===== config.mk =====
export PLATFORM = sky130hd
export DESIGN_NAME = queued_mutex_lock_unit_core
export DESIGN_NICKNAME = d
export VERILOG_FILES = /design/src/hw/rtl/qmlu_pkg.sv /design/src/hw/rtl/qmlu_mem.sv /design/src/hw/rtl/qmlu_ctrl.sv /design/src/hw/rtl/queued_mutex_lock_unit_core.sv
export VERILOG_INCLUDE_DIRS = /design/src /design/src/hw/rtl
export SDC_FILE = /design/constraint.sdc
export NUM_CORES = 1
export LEC_CHECK = 0
export ABC_CLOCK_PERIOD_IN_PS = 4200
export BUFFER_PORTS_ARGS = -buffer_cell sky130_fd_sc_hd__buf_2
export CORE_MARGIN = 4
export CORE_UTILIZATION = 50
export DETAILED_ROUTE_END_ITERATION = 16
export GPL_TIMING_DRIVEN = 1
export PLACE_DENSITY = 0.65
export RECOVER_POWER = 25
export SYNTH_ARGS = -nofsm -noshare
export SYNTH_HDL_FRONTEND = slang
export SYNTH_SLANG_ARGS = --single-unit

===== constraint.sdc =====
create_clock -name i_clk -period 4.2 [get_ports i_clk]
set_input_delay 0.42 -clock i_clk [delete_from_list [all_inputs] [get_ports i_clk]]
set_output_delay 0.42 -clock i_clk [all_outputs]
set_load 0.1 [all_outputs]

===== src/hw/rtl/queued_mutex_lock_unit_core_assert.svh =====
// Assertion macros for the queued mutex lock unit.
// Used by the sequencer; needs a clock and an active-low reset in scope at the call.
`ifndef QUEUED_MUTEX_LOCK_UNIT_CORE_ASSERT_SVH
`define QUEUED_MUTEX_LOCK_UNIT_CORE_ASSERT_SVH

// Check a property on every clock edge outside reset.
`define QMLU_ASSERT(lbl, clk, rst_n, prop, msg) \
    lbl: assert property (@(posedge clk) disable iff (!rst_n) (prop)) else $error(msg);

// Check that a condition in one cycle implies a result in the next.
`define QMLU_ASSERT_NEXT(lbl, clk, rst_n, cond, res, msg) \
    lbl: assert property (@(posedge clk) disable iff (!rst_n) (cond) |=> (res)) else $error(msg);

`endif


===== src/hw/rtl/qmlu_pkg.sv =====
`timescale 1ns / 1ps
// Shared types and constants of the queued mutex lock unit.
// No dependencies; imported by every module of the unit.
package qmlu_pkg;

    // Default sizes
    localparam int DEF_QUEUE_DEPTH = 16;
    localparam int DEF_ID_BITS     = 8;

    // Port field widths
    localparam int KIND_W    = 2;
    localparam int REQ_ID_W  = 8;
    localparam int STATUS_W  = 3;
    localparam int OUT_ID_W  = 8;
    localparam int WAITING_W = 5;

    typedef enum logic [KIND_W-1:0] {
        K_LOCK   = 2'd0,
        K_TRY    = 2'd1,
        K_UNLOCK = 2'd2,
        K_CANCEL = 2'd3
    } t_kind;

    typedef enum logic [STATUS_W-1:0] {
        ST_ACQUIRED  = 3'd0,
        ST_BUSY      = 3'd1,
        ST_QUEUED    = 3'd2,
        ST_FULL      = 3'd3,
        ST_RELEASED  = 3'd4,
        ST_HANDOFF   = 3'd5,
        ST_CANCELLED = 3'd6,
        ST_NOTWAIT   = 3'd7
    } t_status;

    typedef struct packed {
        t_status                status;
        logic [OUT_ID_W-1:0]    woken_id;
        logic                   held;
        logic [OUT_ID_W-1:0]    holder_id;
        logic [WAITING_W-1:0]   waiting;
    } t_result;

endpackage


===== src/hw/rtl/qmlu_mem.sv =====
`timescale 1ns / 1ps
// Wait queue storage: one write port, one read port with registered data.
// Depends on qmlu_pkg.
module qmlu_mem
    import qmlu_pkg::*;
#(
    parameter int QUEUE_DEPTH = DEF_QUEUE_DEPTH,
    parameter int ID_BITS     = DEF_ID_BITS,
    localparam int PTR_W      = $clog2(QUEUE_DEPTH)
) (
    input  logic               i_clk,
    input  logic               i_we,
    input  logic [PTR_W-1:0]   i_waddr,
    input  logic [ID_BITS-1:0] i_wdata,
    input  logic [PTR_W-1:0]   i_raddr,
    output logic [ID_BITS-1:0] o_rdata
);

    logic [ID_BITS-1:0] r_mem [QUEUE_DEPTH];
    logic [ID_BITS-1:0] r_rdata;

    // Write one entry, read one entry each cycle
    always_ff @(posedge i_clk) begin
        if (i_we) begin
            r_mem[i_waddr] <= i_wdata;
        end
        r_rdata <= r_mem[i_raddr];
    end

    assign o_rdata = r_rdata;

endmodule


===== src/hw/rtl/qmlu_ctrl.sv =====
`timescale 1ns / 1ps
// Sequencer of the queued mutex lock unit: lock state, ring pointers, and the
// shared pointer stepper and ID comparator. Depends on qmlu_pkg and the assert header.
`include "queued_mutex_lock_unit_core_assert.svh"
module qmlu_ctrl
    import qmlu_pkg::*;
#(
    parameter int QUEUE_DEPTH = DEF_QUEUE_DEPTH,
    parameter int ID_BITS     = DEF_ID_BITS,
    localparam int PTR_W      = $clog2(QUEUE_DEPTH),
    localparam int CNT_W      = $clog2(QUEUE_DEPTH + 1)
) (
    input  logic               i_clk,
    input  logic               i_rst_n,
    // request side
    input  logic               i_req_valid,
    output logic               o_req_ready,
    input  t_kind              i_kind,
    input  logic [ID_BITS-1:0] i_who,
    // result side
    output logic               o_res_valid,
    input  logic               i_res_take,
    output t_result            o_res,
    // queue memory
    output logic               o_mem_we,
    output logic [PTR_W-1:0]   o_mem_waddr,
    output logic [ID_BITS-1:0] o_mem_wdata,
    output logic [PTR_W-1:0]   o_mem_raddr,
    input  logic [ID_BITS-1:0] i_mem_rdata
);

    localparam logic [PTR_W-1:0] LAST_PTR = PTR_W'(QUEUE_DEPTH - 1);
    localparam logic [CNT_W-1:0] FULL_CNT = CNT_W'(QUEUE_DEPTH);

    typedef enum logic [5:0] {
        S_IDLE  = 6'b000001,
        S_EXEC  = 6'b000010,
        S_HAND  = 6'b000100,
        S_SCAN  = 6'b001000,
        S_SHIFT = 6'b010000,
        S_DONE  = 6'b100000
    } t_state;

    t_state             r_state, n_state;
    t_kind              r_kind, n_kind;
    logic [ID_BITS-1:0] r_who, n_who;
    logic               r_held, n_held;
    logic [ID_BITS-1:0] r_holder, n_holder;
    logic [CNT_W-1:0]   r_count, n_count;
    logic [PTR_W-1:0]   r_head, n_head;
    logic [PTR_W-1:0]   r_tail, n_tail;
    logic [PTR_W-1:0]   r_rd_ptr, n_rd_ptr;
    logic [PTR_W-1:0]   r_wr_ptr, n_wr_ptr;
    logic [PTR_W-1:0]   r_idx, n_idx;
    t_result            r_res, n_res;

    logic [PTR_W-1:0]   step_in;
    logic [PTR_W-1:0]   step_out;
    logic               id_match;
    logic               scan_last;
    logic               fin;
    t_status            fin_status;
    logic [ID_BITS-1:0] fin_woken;

    // Shared ring pointer stepper: tail on enqueue, head on hand off, scan pointer otherwise
    always_comb begin
        case (r_state)
            S_EXEC:  step_in = r_tail;
            S_HAND:  step_in = r_head;
            default: step_in = r_rd_ptr;
        endcase
        step_out = (step_in == LAST_PTR) ? '0 : step_in + PTR_W'(1);
    end

    // Shared comparator and end-of-queue detect for the scan
    assign id_match  = (i_mem_rdata == r_who);
    assign scan_last = ((CNT_W'(r_idx) + CNT_W'(1)) == r_count);

    // Sequence one request
    always_comb begin
        n_state     = r_state;
        n_kind      = r_kind;
        n_who       = r_who;
        n_held      = r_held;
        n_holder    = r_holder;
        n_count     = r_count;
        n_head      = r_head;
        n_tail      = r_tail;
        n_rd_ptr    = r_rd_ptr;
        n_wr_ptr    = r_wr_ptr;
        n_idx       = r_idx;
        n_res       = r_res;
        o_mem_we    = 1'b0;
        o_mem_waddr = r_wr_ptr;
        o_mem_wdata = i_mem_rdata;
        o_mem_raddr = r_rd_ptr;
        fin         = 1'b0;
        fin_status  = ST_RELEASED;
        fin_woken   = '0;

        case (r_state)
            S_IDLE: begin
                if (i_req_valid) begin
                    n_kind  = i_kind;
                    n_who   = i_who;
                    n_state = S_EXEC;
                end
            end
            S_EXEC: begin
                case (r_kind)
                    K_LOCK, K_TRY: begin
                        fin = 1'b1;
                        if (!r_held) begin
                            n_held     = 1'b1;
                            n_holder   = r_who;
                            fin_status = ST_ACQUIRED;
                        end else if (r_kind == K_TRY) begin
                            fin_status = ST_BUSY;
                        end else if (r_count < FULL_CNT) begin
                            // Append at the tail
                            o_mem_we    = 1'b1;
                            o_mem_waddr = r_tail;
                            o_mem_wdata = r_who;
                            n_tail      = step_out;
                            n_count     = r_count + CNT_W'(1);
                            fin_status  = ST_QUEUED;
                        end else begin
                            fin_status = ST_FULL;
                        end
                    end
                    K_UNLOCK: begin
                        if (r_held && (r_count != '0)) begin
                            o_mem_raddr = r_head;
                            n_state     = S_HAND;
                        end else begin
                            n_held     = 1'b0;
                            n_holder   = '0;
                            fin_status = ST_RELEASED;
                            fin        = 1'b1;
                        end
                    end
                    K_CANCEL: begin
                        if (r_count == '0) begin
                            fin_status = ST_NOTWAIT;
                            fin        = 1'b1;
                        end else begin
                            o_mem_raddr = r_head;
                            n_rd_ptr    = r_head;
                            n_idx       = '0;
                            n_state     = S_SCAN;
                        end
                    end
                    default: begin
                        fin_status = ST_NOTWAIT;
                        fin        = 1'b1;
                    end
                endcase
            end
            S_HAND: begin
                // Pop the head waiter and make it the owner
                n_holder   = i_mem_rdata;
                n_head     = step_out;
                n_count    = r_count - CNT_W'(1);
                fin_woken  = i_mem_rdata;
                fin_status = ST_HANDOFF;
                fin        = 1'b1;
            end
            S_SCAN: begin
                if (id_match && scan_last) begin
                    n_tail     = r_rd_ptr;
                    n_count    = r_count - CNT_W'(1);
                    fin_status = ST_CANCELLED;
                    fin        = 1'b1;
                end else if (id_match) begin
                    // Close the gap: move later entries one place toward the head
                    n_wr_ptr    = r_rd_ptr;
                    o_mem_raddr = step_out;
                    n_rd_ptr    = step_out;
                    n_idx       = r_idx + PTR_W'(1);
                    n_state     = S_SHIFT;
                end else if (scan_last) begin
                    fin_status = ST_NOTWAIT;
                    fin        = 1'b1;
                end else begin
                    o_mem_raddr = step_out;
                    n_rd_ptr    = step_out;
                    n_idx       = r_idx + PTR_W'(1);
                end
            end
            S_SHIFT: begin
                o_mem_we    = 1'b1;
                o_mem_waddr = r_wr_ptr;
                o_mem_wdata = i_mem_rdata;
                n_wr_ptr    = r_rd_ptr;
                if (scan_last) begin
                    n_tail     = r_rd_ptr;
                    n_count    = r_count - CNT_W'(1);
                    fin_status = ST_CANCELLED;
                    fin        = 1'b1;
                end else begin
                    o_mem_raddr = step_out;
                    n_rd_ptr    = step_out;
                    n_idx       = r_idx + PTR_W'(1);
                end
            end
            S_DONE: begin
                if (i_res_take) begin
                    n_state = S_IDLE;
                end
            end
            default: begin
                n_state = S_IDLE;
            end
        endcase

        // Capture the result from the updated state
        if (fin) begin
            n_state           = S_DONE;
            n_res.status      = fin_status;
            n_res.woken_id    = OUT_ID_W'(fin_woken);
            n_res.held        = n_held;
            n_res.holder_id   = n_held ? OUT_ID_W'(n_holder) : '0;
            n_res.waiting     = WAITING_W'(n_count);
        end
    end

    always_ff @(posedge i_clk) begin
        if (!i_rst_n) begin
            r_state  <= S_IDLE;
            r_held   <= 1'b0;
            r_holder <= '0;
            r_count  <= '0;
            r_head   <= '0;
            r_tail   <= '0;
        end else begin
            r_state  <= n_state;
            r_held   <= n_held;
            r_holder <= n_holder;
            r_count  <= n_count;
            r_head   <= n_head;
            r_tail   <= n_tail;
        end
    end

    // Request payload and scan registers
    always_ff @(posedge i_clk) begin
        r_kind   <= n_kind;
        r_who    <= n_who;
        r_rd_ptr <= n_rd_ptr;
        r_wr_ptr <= n_wr_ptr;
        r_idx    <= n_idx;
        r_res    <= n_res;
    end

    assign o_req_ready = (r_state == S_IDLE);
    assign o_res_valid = (r_state == S_DONE);
    assign o_res       = r_res;

    `QMLU_ASSERT(a_count_bound, i_clk, i_rst_n, r_count <= FULL_CNT, "wait count above depth")
    `QMLU_ASSERT(a_free_empty, i_clk, i_rst_n, !r_held |-> ((r_count == '0) && (r_holder == '0)), "free mutex with waiters or owner")
    `QMLU_ASSERT_NEXT(a_hand_pop, i_clk, i_rst_n, r_state == S_HAND, r_held && (r_count == $past(r_count) - CNT_W'(1)), "hand off did not pop one waiter")
    `QMLU_ASSERT(a_write_phase, i_clk, i_rst_n, o_mem_we |-> ((r_state == S_EXEC) || (r_state == S_SHIFT)), "queue write outside enqueue or shift")

endmodule


===== src/hw/rtl/queued_mutex_lock_unit_core.sv =====
`timescale 1ns / 1ps
// Top level of the queued mutex lock unit: stream ports, result register.
// Depends on qmlu_pkg, qmlu_mem and qmlu_ctrl.
//
//  channel | dir | tuser               | tdata (low bit first)
//  s_axis  | in  | kind[1:0]           | requester[7:0]
//  m_axis  | out | status[2:0]         | woken_id[7:0], held, holder_id[7:0],
//          |     |                     | waiting[4:0], 2 zero bits
//
// Lock, try-lock and release go from accept through the execute state to the result;
// hand off passes through the hand-off state as well. Cancel also scans or moves the
// waiters one at a time through the single read port of the queue memory.
// A request is taken only while the sequencer is idle; a result waiting in the
// output register does not block the next request, but a second finished result
// holds until it drains. Reset is synchronous, active low, and empties the queue.
module queued_mutex_lock_unit_core
    import qmlu_pkg::*;
#(
    parameter int QUEUE_DEPTH = DEF_QUEUE_DEPTH,
    parameter int ID_BITS     = DEF_ID_BITS
) (
    input  logic              i_clk,
    input  logic              i_rst_n,
    input  logic              i_s_axis_tvalid,
    output logic              o_s_axis_tready,
    input  logic [7:0]        i_s_axis_tdata,   // requester[7:0]
    input  logic [KIND_W-1:0] i_s_axis_tuser,   // kind[1:0]
    output logic              o_m_axis_tvalid,
    input  logic              i_m_axis_tready,
    output logic [23:0]       o_m_axis_tdata,   // woken_id, held, holder_id, waiting, pad
    output logic [2:0]        o_m_axis_tuser    // status[2:0]
);

    localparam int PTR_W = $clog2(QUEUE_DEPTH);

    logic               mem_we;
    logic [PTR_W-1:0]   mem_waddr;
    logic [ID_BITS-1:0] mem_wdata;
    logic [PTR_W-1:0]   mem_raddr;
    logic [ID_BITS-1:0] mem_rdata;
    logic               res_valid;
    logic               res_take;
    t_result            res;
    logic [ID_BITS-1:0] who;
    logic               r_out_valid;
    t_result            r_out;

    // Keep only the identifier bits in use
    assign who = ID_BITS'(i_s_axis_tdata);

    qmlu_mem #(
        .QUEUE_DEPTH(QUEUE_DEPTH),
        .ID_BITS    (ID_BITS)
    ) u_mem (
        .i_clk  (i_clk),
        .i_we   (mem_we),
        .i_waddr(mem_waddr),
        .i_wdata(mem_wdata),
        .i_raddr(mem_raddr),
        .o_rdata(mem_rdata)
    );

    qmlu_ctrl #(
        .QUEUE_DEPTH(QUEUE_DEPTH),
        .ID_BITS    (ID_BITS)
    ) u_ctrl (
        .i_clk      (i_clk),
        .i_rst_n    (i_rst_n),
        .i_req_valid(i_s_axis_tvalid),
        .o_req_ready(o_s_axis_tready),
        .i_kind     (t_kind'(i_s_axis_tuser)),
        .i_who      (who),
        .o_res_valid(res_valid),
        .i_res_take (res_take),
        .o_res      (res),
        .o_mem_we   (mem_we),
        .o_mem_waddr(mem_waddr),
        .o_mem_wdata(mem_wdata),
        .o_mem_raddr(mem_raddr),
        .i_mem_rdata(mem_rdata)
    );

    // Load the output register when it is empty or being drained
    assign res_take = res_valid && (!r_out_valid || i_m_axis_tready);

    always_ff @(posedge i_clk) begin
        if (!i_rst_n) begin
            r_out_valid <= 1'b0;
        end else if (res_take) begin
            r_out_valid <= 1'b1;
        end else if (i_m_axis_tready) begin
            r_out_valid <= 1'b0;
        end
    end

    always_ff @(posedge i_clk) begin
        if (res_take) begin
            r_out <= res;
        end
    end

    assign o_m_axis_tvalid = r_out_valid;
    assign o_m_axis_tuser  = r_out.status;
    assign o_m_axis_tdata  = {2'b00, r_out.waiting, r_out.holder_id, r_out.held,
                              r_out.woken_id};

endmodule

==> run metrics <==
initial antenna violation count=0; cell family with most CP delay=simple AND/OR/NAND/NOR gates; core area=approximately 20,000 µm²; Final min period=3.80 ns; clock network fraction of total power=just over 30%; postcts setup bufs=0; peak supply drop=just under 0.5 mV; area grow syn2layout=12.9%; Netlist cell types=between 70 and 80; post-DP HPWL=15,300 µm; FMAX=roughly 260 MHz; FF+latch count, synth=approximately 240; Slew Limit Fails=26; I/O pins=between 40 and 50; first-pass GRT wire length=between 30,000 and 40,000 µm; status=complete, but fails checks; main area contributors after synthesis=edfxtp_1, dfxtp_1, mux2i_1; die width=151 µm; final wirelength=roughly 23,000 µm; Post-Synthesis Cells=just over 700; FP Rows=just over 50; drt initial violations=roughly 490; H-tree depth=1; port buffer count=40; GRT Total Usage=20.6%; Avg Inst Size Synth=roughly 14 µm²; grt ovf=0; clock sinks=237; number of buffers inserted by hold repair at cts=0; RR Startpoint=u_ctrl.r_state[5]; Sw Pwr=roughly 0.0022 W; vias per std cell=5.93; Slowest cell on crit path=or4b_1; sequential share of the synthesized area=66.2%; die height=approximately 150 µm; relative slew slack=-31.6%; Pre-antenna DRT Iters=5; slowest stage delay, CP=0.56 ns; post-synthesis cell area=10,200 µm²; share of the synthesized area in the top cell type=roughly three fifths; Worst EP required=~4.6 ns; Setup crit start=u_ctrl.r_state[5]; Placer Congestion=0.934; P per Cell Area=603 nW/µm²; Crit Path Class=flop to flop; Worst-path clk slew=approximately 0.060 ns; Synth area leader=edfxtp_1; period utilization=90.4%; CP bufs+invs=1; worst hold start=i_s_axis_tdata[1]; die area=between 20,000 and 25,000 µm²; clk buf depth=3; Final Setup Violations=0; CP Cell Sequence=nor3_1 > and3_1 > a221oi_1 > inv_1 > ha_1 > o21ai_0 > o2111a_1 > nor2_4 > a2111oi_0 > or4b_1 > mux2i_1; CTS Buf Count=25; CTS Root Cell=clkbuf_16; Clock Latency Late Sink=around 0.52 ns; largest net degree at the start of global routing=36; placed cell count=1,015; Final #Nets=between 700 and 800; DR WL/cell=between 20 and 25 µm; Ys Warns=0; fin cells=~1.1k; Starting Density=between 50% and 60%; CP Max Fanout=24; Critical Path Source Type=flop; CP endpoint kind=flop; Int Pwr=roughly 0.0048 W; CP Data Arrival Time=around 4.2 ns; Fin Setup TNS=0 ns; RSZ-0062 raised after global routing=no; CTS tree=yes; ratio of cells with drive above 1 in the final layout=14.0%; max_cap viols=1; sequential power share=around 46%; final routed DRC violation total=0; clk_skew=0.0102 ns; diode count=0; failing checks=capacitance limit, slew limit; Worst R2R Setup Slack=0.40 ns; Slew @ Worst Pin=about 2.0 ns; Final Hold Viols=0; Comb pwr share=between 20% and 30%; Post-synth EDFFs=200; Post-synth ARST share=0%; Via Count=~6.3k; Sw Share=approximately 31%; P_leak=3.87 nW; post-route ant nets=0; most frequent cell after synthesis=edfxtp_1; Worst Hold Class=input pin to flop; vias in the first global route=approximately 6.1k; ys flop type=edfxtp_1; most frequent cells after synthesis=edfxtp_1, nor2_1, mux2i_1
==> power groups by stage <==
stage	registers (W)	clock network [W]	logic, W
6_report	0.00316	0.00215	0.00163
4_1_cts	0.00316	0.00220	0.00164
3_3_place_gp	0.00320	0	0.00160
5_1_grt	0.00318	0.00230	0.00177
2_1_floorplan	0.00310	0	0.00118
3_5_place_dp	0.00321	0	0.00163
==> metal layers <==
metal / part of all wire [%] / GRT usage, %
met1: 44 / 28.3
met4: 2.5 / 5.30
met5: 0 / 0
met3: 5.1 / 2.93
met2: 49 / 34.6
==> path summary, 6_finish.rpt <==
path	endpoint	cells after the start
min reg2reg	o_m_axis_tdata[17]	0
min	u_ctrl.r_who[1]	1
max	u_mem.o_rdata[3]	11
max reg2reg	u_mem.o_rdata[3]	11
==> flip-flops by register name, indices dropped and copies added (netlist names), 5 cells and up <==
| signal | cells |
|---|---|
| u_mem.r_mem | 128 |
| u_ctrl.o_res | 25 |
| o_m_axis_tdata | 22 |
| u_ctrl.r_holder | 8 |
| u_ctrl.r_who | 8 |
| u_mem.o_rdata | 8 |
| u_ctrl.r_state | 6 |
| u_ctrl.r_count | 5 |
==> per-stage QoR <==
stage               area, µm²  setup slack, ns  util [%]  power, W  hold WS [ns]
finish                  11500            0.402      58.2   0.00694        0.0748
floorplan               10200            0.626         -   0.00429         0.400
global route            11500           0.0703      58.2   0.00725        0.0584
global placement        10700            0.506      54.3   0.00480         0.403
detailed placement      10700            0.351      54.3   0.00484         0.405
CTS                     11600            0.353      58.4   0.00700        0.0578
==> logic make-up after synthesis <==
kind of cell             Yosys count  synth area share, %
multiplexers                      59                 6.89
adder cells (fa/ha/maj)            5                0.614
flip-flops                       237                 66.2
buffers and inverters             47                 2.31
other                              1               0.0368
AND/OR/NAND/NOR                  193                 10.4
AO/OA/AOI/OAI                    160                 11.9
XOR/XNOR                          19                 1.63
==> timing repair <==
action | CTS | global route
gates resized for setup | 0 | 1
endpoints found under the setup margin | 0 | 5
hold endpoints to repair | 0 | 0
==> final cells by class <==
cell class / instances / area, µm²
fillers: 1632 / 8270
inverters: 10 / 37.5
flip-flops and latches: 237 / 6750
repair buffers: 65 / 360
multi-input cells: 438 / 3230
well taps: 265 / 332
clock inverters: 16 / 168
clock buffers: 29 / 641
==> worst reg2reg max path: stages, from the launching register on <==
cell and delay, ns:
dfxtp_1 0.40, nor3_1 0.39, and3_1 0.36, a221oi_1 0.19, inv_1 0.15, ha_1 0.25, o21ai_0 0.16, o2111a_1 0.40
nor2_4 0.49, a2111oi_0 0.25, or4b_1 0.56, mux2i_1 0.13
==> layout by cell type (no fill, tap or decap), types with 7 or more instances in the layout <==
| cell | count |
|---|---|
| edfxtp_1 | 200 |
| nor2_1 | 57 |
| mux2i_1 | 42 |
| dfxtp_1 | 37 |
| nand2_1 | 34 |
| clkbuf_1 | 32 |
| a21boi_0 | 30 |
| clkbuf_16 | 25 |
| o21ai_0 | 24 |
| a2111oi_0 | 24 |
| buf_4 | 22 |
| a21oi_1 | 16 |
| nand3_1 | 14 |
| xor2_1 | 14 |
| buf_2 | 14 |
| nor2b_1 | 13 |
| a221oi_1 | 11 |
| nand4_1 | 10 |
| inv_1 | 10 |
| or4b_1 | 9 |
| mux2_2 | 9 |
| and2_0 | 9 |
| and2_1 | 8 |
| a31oi_1 | 8 |
| mux4_2 | 8 |
| nor3_1 | 7 |
No activity file was read; power rests on OpenSTA's default activity.
